`config.mk`:
```
export PLATFORM = sky130hd
export DESIGN_NAME = bpbs_ctrl
export DESIGN_NICKNAME = d
export VERILOG_FILES = /design/src/hdl/bpbs_pkg.sv /design/src/hdl/bpbs_ctrl.sv
export SDC_FILE = /design/constraint.sdc
export NUM_CORES = 1
export LEC_CHECK = 0
export CAP_MARGIN = 20
export CORE_MARGIN = 2
export CORE_UTILIZATION = 55
export DETAILED_ROUTE_END_ITERATION = 12
export DONT_BUFFER_PORTS = 1
export PLACE_DENSITY = 0.69
export SKIP_LAST_GASP = 1
export SYNTH_ARGS = -nofsm -noshare
export SYNTH_HDL_FRONTEND = slang
export SYNTH_SLANG_ARGS = --single-unit
```
`constraint.sdc`:
```
create_clock -name clk -period 2.6 [get_ports clk]
set_input_delay 0.13 -clock clk [delete_from_list [all_inputs] [get_ports clk]]
set_output_delay 0.13 -clock clk [all_outputs]
set_load 0.005 [all_outputs]
```
`src/hdl/bpbs_pkg.sv`:
```
// Shared types and constants for the bitonic peak search block.
// No dependencies; every other file imports this package.
package bpbs_pkg;

  localparam int STORE_DEPTH = 4096;
  localparam int ADDR_W      = $clog2(STORE_DEPTH);
  localparam int CNT_W       = ADDR_W + 1;
  localparam int DATA_W      = 32;

  // Read address source for the sample memory.
  typedef enum logic [2:0] {
    RD_LO     = 3'd0,
    RD_HI     = 3'd1,
    RD_MID    = 3'd2,
    RD_MID_P1 = 3'd3,
    RD_MID_M1 = 3'd4
  } rd_sel_t;

  // Source of the result register.
  typedef enum logic [1:0] {
    RES_DATA = 2'd0,
    RES_MAX  = 2'd1,
    RES_MID  = 2'd2
  } res_sel_t;

  typedef struct packed {
    logic     store;      // write the accepted item into the memory
    logic     start;      // open the search window over the stored items
    logic     rd_en;
    rd_sel_t  rd_sel;
    logic     mid_load;
    logic     cap_a;
    logic     cap_b;
    logic     res_load;
    res_sel_t res_sel;
    logic     go_left;
    logic     go_right;
    logic     out_load;
    logic     clear_seq;
  } bpbs_cmd_t;

  typedef struct packed {
    logic lo_eq_hi;
    logic lo_next_hi;
    logic m_gt_nx;
    logic m_gt_pv;
    logic pv_gt_m;
  } bpbs_stat_t;

endpackage

```
`src/hdl/bpbs_ctrl.sv`:
```
// Controller state machine: loading, search sequencing and result handoff.
// Depends on bpbs_pkg; drives bpbs_dp through the command struct.
module bpbs_ctrl
  import bpbs_pkg::*;
(
  input  logic       clk,
  input  logic       rst,
  input  logic       in_valid,
  input  logic       in_last,
  output logic       in_ready,
  output logic       out_valid,
  input  logic       out_ready,
  input  bpbs_stat_t stat,
  output bpbs_cmd_t  cmd
);

  typedef enum logic [8:0] {
    S_LOAD  = 9'b000000001,
    S_EVAL  = 9'b000000010,
    S_ONE   = 9'b000000100,
    S_TWO_A = 9'b000001000,
    S_TWO_B = 9'b000010000,
    S_MID_A = 9'b000100000,
    S_MID_B = 9'b001000000,
    S_MID_C = 9'b010000000,
    S_PUT   = 9'b100000000
  } state_t;

  state_t state;
  state_t state_next;
  logic   out_valid_next;

  always_comb begin
    state_next = state;
    cmd        = '0;
    cmd.rd_sel = RD_LO;
    cmd.res_sel = RES_DATA;
    in_ready   = 1'b0;
    unique case (state)
      S_LOAD: begin
        in_ready = 1'b1;
        if (in_valid) begin
          cmd.store = 1'b1;
          if (in_last) begin
            cmd.start  = 1'b1;
            state_next = S_EVAL;
          end
        end
      end
      S_EVAL: begin
        cmd.rd_en = 1'b1;
        if (stat.lo_eq_hi) begin
          cmd.rd_sel = RD_LO;
          state_next = S_ONE;
        end else if (stat.lo_next_hi) begin
          cmd.rd_sel = RD_LO;
          state_next = S_TWO_A;
        end else begin
          cmd.rd_sel   = RD_MID;
          cmd.mid_load = 1'b1;
          state_next   = S_MID_A;
        end
      end
      S_ONE: begin
        cmd.res_load = 1'b1;
        cmd.res_sel  = RES_DATA;
        state_next   = S_PUT;
      end
      S_TWO_A: begin
        cmd.cap_a  = 1'b1;
        cmd.rd_en  = 1'b1;
        cmd.rd_sel = RD_HI;
        state_next = S_TWO_B;
      end
      S_TWO_B: begin
        cmd.res_load = 1'b1;
        cmd.res_sel  = RES_MAX;
        state_next   = S_PUT;
      end
      S_MID_A: begin
        cmd.cap_a  = 1'b1;
        cmd.rd_en  = 1'b1;
        cmd.rd_sel = RD_MID_P1;
        state_next = S_MID_B;
      end
      S_MID_B: begin
        cmd.cap_b  = 1'b1;
        cmd.rd_en  = 1'b1;
        cmd.rd_sel = RD_MID_M1;
        state_next = S_MID_C;
      end
      S_MID_C: begin
        priority if (stat.m_gt_nx && stat.m_gt_pv) begin
          cmd.res_load = 1'b1;
          cmd.res_sel  = RES_MID;
          state_next   = S_PUT;
        end else if (stat.m_gt_nx && stat.pv_gt_m) begin
          cmd.go_left = 1'b1;
          state_next  = S_EVAL;
        end else begin
          cmd.go_right = 1'b1;
          state_next   = S_EVAL;
        end
      end
      S_PUT: begin
        if (!out_valid || out_ready) begin
          cmd.out_load  = 1'b1;
          cmd.clear_seq = 1'b1;
          state_next    = S_LOAD;
        end
      end
      default: begin
        state_next = S_LOAD;
      end
    endcase
  end

  always_comb begin
    if (cmd.out_load) begin
      out_valid_next = 1'b1;
    end else if (out_ready) begin
      out_valid_next = 1'b0;
    end else begin
      out_valid_next = out_valid;
    end
  end

  always_ff @(posedge clk) begin
    if (rst) begin
      state     <= S_LOAD;
      out_valid <= 1'b0;
    end else begin
      state     <= state_next;
      out_valid <= out_valid_next;
    end
  end

`ifndef SYNTHESIS
  a_rise_from_put: assert property (@(posedge clk) disable iff (rst)
    $rose(out_valid) |-> $past(state == S_PUT))
    else $error("result appeared outside the handoff state");
  a_no_overwrite: assert property (@(posedge clk) disable iff (rst)
    cmd.out_load |-> (!out_valid || out_ready))
    else $error("result register loaded while a result is pending");
  a_start_is_last: assert property (@(posedge clk) disable iff (rst)
    cmd.start |=> state == S_EVAL)
    else $error("search did not begin after the last item");
`endif

endmodule

```
==> results.toml <==
[clocking]
cts_buffer_depth = 2
post_cts_resize_count = 0
numCtsBuffers = 3
cts.sink_count = 10
clk_pin_slew_ns = 0.07
clock_latency_ns = 0.27
postCtsSetupBuffers = 0
cts_tree = "done"
htree_levels = 1
root_buffer = "clkbuf_4"

[setup_path]
cp-end-kind = "output port"
worstSetupPathType = "flop to output port"
cp_num_buf_inv = 0
path_delay_family = "simple AND/OR/NAND/NOR gates"
required_ns = 2.47
arrival_ns = 2.03
cp_max_fo = 9
cp_slowest_cell = "or4_4"
cpPeakStageDelay_ns = 0.57
start_kind = "flop"
crit_chain = "or4_4 -> nor4b_1 -> a41o_1"

[yosys]
synth_fp_nets = 99
ys_warn_count = 0
yosysTopAreaCell = "dfxtp_1"
yosys-top-cells-area = "dfxtp_1 26%, nor3_1 5.3%, buf_4 4.9%"
syn_area_per_cell_um2 = 8.562
synth_top_family_by_area = "simple AND/OR/NAND/NOR gates"
seq_area_frac_synth = 0.2627
postSynthCellCount = 89
muxShareOfSynthArea = 0
synth_compound_area_frac = 0.1182
ys_ff_latch = 10
synth_top_area_share = 0.2627
yosys.area_share.simple = 0.4631
synth_fa_ha_area_frac = 0
synth_area_um2 = 762.0
synthXorXnorAreaFrac = 0.04598
ys_types = 38

[place]
port-buffer-count = 0
dpl.hpwl_um = 1206
dpl_cell_area_um2 = 715.7
place.gp.congestion = 0.7947

[grt]
gr-usage-all-layers = 0.2092
antenna_found_initial = 0
grt-ovfl-total = 0
grt_pass1_vias = 483
grt_pass1_wl_um = 2221
grt_max_degree = 11

[die]
ios = 28
dieArea_um2 = 1699
die_h_um = 41.22
start_util = 0.5856
coreArea_um2 = 1301
die_w_um = 41.22
rows = 13

[sta]
fin_crit_ns = 2.160
worstMarginPinSlew_ns = 0.6014
setup_tns_ns = 0
slew_headroom = 0.5934
slew_violations = 0
period_share = 0.8309
max_freq_mhz = 462.9
setup_viol = 0
hold_viol_final = 0
rsz0062_at_grt = "false"
skew_ns = 0.003032

[power]
pwr-share-seq = 0.408
irDropWorstVdd_mv = 0.3584
power.clock.fraction = 0.318
pwr_density_cell_nw_per_um2 = 582.3
leakage_nw = 0.3190
p_sw_frac = 0.3212
netSwitchingPower_mw = 0.1444
p_int_mw = 0.3051
pwr-share-comb = 0.274

[routing]
vias = 655
antenna_left = 0
avgRoutedWirePerCell_um = 15.79
drt_wl_total_um = 1611
dr.pass1.iters = 4
drt_iter0_markers = 24
viasPerCell = 6.422
drc = 0

[final_layout]
n_antenna_cell = 0
num-nets-final = 98
seq_area_um2 = 200.2
drive_gt1_frac = 0.1724
area_delta_synth_final_pct = 1.314
final_area_um2 = 772.0
multi_input_area_um2 = 478.0
fill_cells = 130

[job]
drv_cap = 0

[outcome]
status = "finished clean"

[hold_path]
hold_path.class = "input port to flop"
cell usage in the layout, fill, tap and decap left out, types with 2 or more instances in the layout:
| cell | n |
|---|---|
| a21oi_1 | 3 |
| and3_1 | 3 |
| clkbuf_4 | 3 |
| dfxtp_1 | 10 |
| dlygate4sd3_1 | 2 |
| inv_1 | 5 |
| nand2_1 | 4 |
| nand3_1 | 2 |
| nand4_1 | 2 |
| nor2_1 | 10 |
| nor2b_1 | 3 |
| nor3_1 | 8 |
| nor4b_1 | 3 |
| or4_4 | 3 |
| xnor2_1 | 2 |
| xor2_1 | 2 |
worst register-to-register path, cell delays in order, from the launching register on:
cell     delay, ns
dfxtp_1       0.43
or4_4         0.58
nor4b_1       0.54
a41o_1        0.22
o31ai_1       0.08
cells in the mapped netlist:
cell type  instances
a21oi_1            3
a22oi_1            1
a31oi_1            1
a41o_1             1
a41oi_1            1
and2_1             1
and2b_2            1
and3_1             3
and4_1             1
and4b_2            1
and4bb_2           1
buf_2              1
buf_4              5
buf_6              2
dfxtp_1           10
inv_1              5
nand2_1            4
nand3_1            2
nand4_1            2
nand4b_1           1
nand4b_4           1
nor2_1            10
nor2b_1            3
nor3_1             8
nor3b_1            1
nor4_1             1
nor4_4             1
nor4b_1            3
o21a_1             1
o21bai_4           1
o31ai_1            1
o41ai_1            1
or3_1              1
or3_2              1
or3_4              1
or4_4              3
xnor2_1            2
xor2_1             2
stage by stage:
stage	instances	util	hold slack, ns	setup slack [ns]	total power, mW
detailed placement	96	0.5500	0.2038	0.6367	0.3066
global placement	96	0.5500	0.2015	0.6421	0.3053
CTS	102	0.5933	0.02472	0.4295	0.4503
floorplan	89	-	0.1991	0.8028	0.2991
global route	102	0.5933	0.01312	0.3065	0.4789
finish	102	0.5933	0.02415	0.4397	0.4495
cells by family (layout without fill, tap and decap cells):
logic type,after synthesis,in the layout
AO/OA/AOI/OAI,11,11
XOR/XNOR,4,4
buffers and inverters,13,11
flip-flops,10,10
AND/OR/NAND/NOR,51,51
power by group through the flow:
stage          logic, mW  clock network, mW  registers, mW
6_report           0.123              0.143          0.183
5_1_grt            0.139              0.155          0.185
3_3_place_gp       0.119                  0          0.186
2_1_floorplan      0.132                  0          0.167
3_5_place_dp       0.120                  0          0.187
4_1_cts            0.125              0.143          0.183
state kept, by name (all words and copies together) (netlist names):
| register | flops |
|---|---|
| state | 9 |
| out_valid | 1 |
cell type report:
cell class	count	share of cell area
clock buffers	4	0.04700
repair buffers	2	0.02593
flip-flops and latches	10	0.2593
well taps	15	0.02431
inverters	5	0.02431
multi-input cells	66	0.6191
what timing repair did:
| action | CTS | global route |
|---|---|---|
| setup endpoints to repair | 0 | 0 |
| endpoints found under the hold margin | 6 | 0 |
| hold buffers | 2 | 0 |
path summary, 6_finish.rpt:
check | startpoint | slack, ns | end | depth (start not counted)
worst max-delay path | state[1] | 0.44 | cmd[13] | 3
worst max register to register | state[1] | 0.64 | state[0] | 4
worst min register to register | state[3] | 0.56 | state[4] | 2
worst min-delay path | stat[3] | 0.02 | state[3] | 1
layer usage:
layer	global-route usage	wire length (µm)
met5	0	0
met4	0.07258	20
met3	0.06522	102
met2	0.3242	762
met1	0.2712	726
Note: power is estimated with default switching activity, not from simulation.
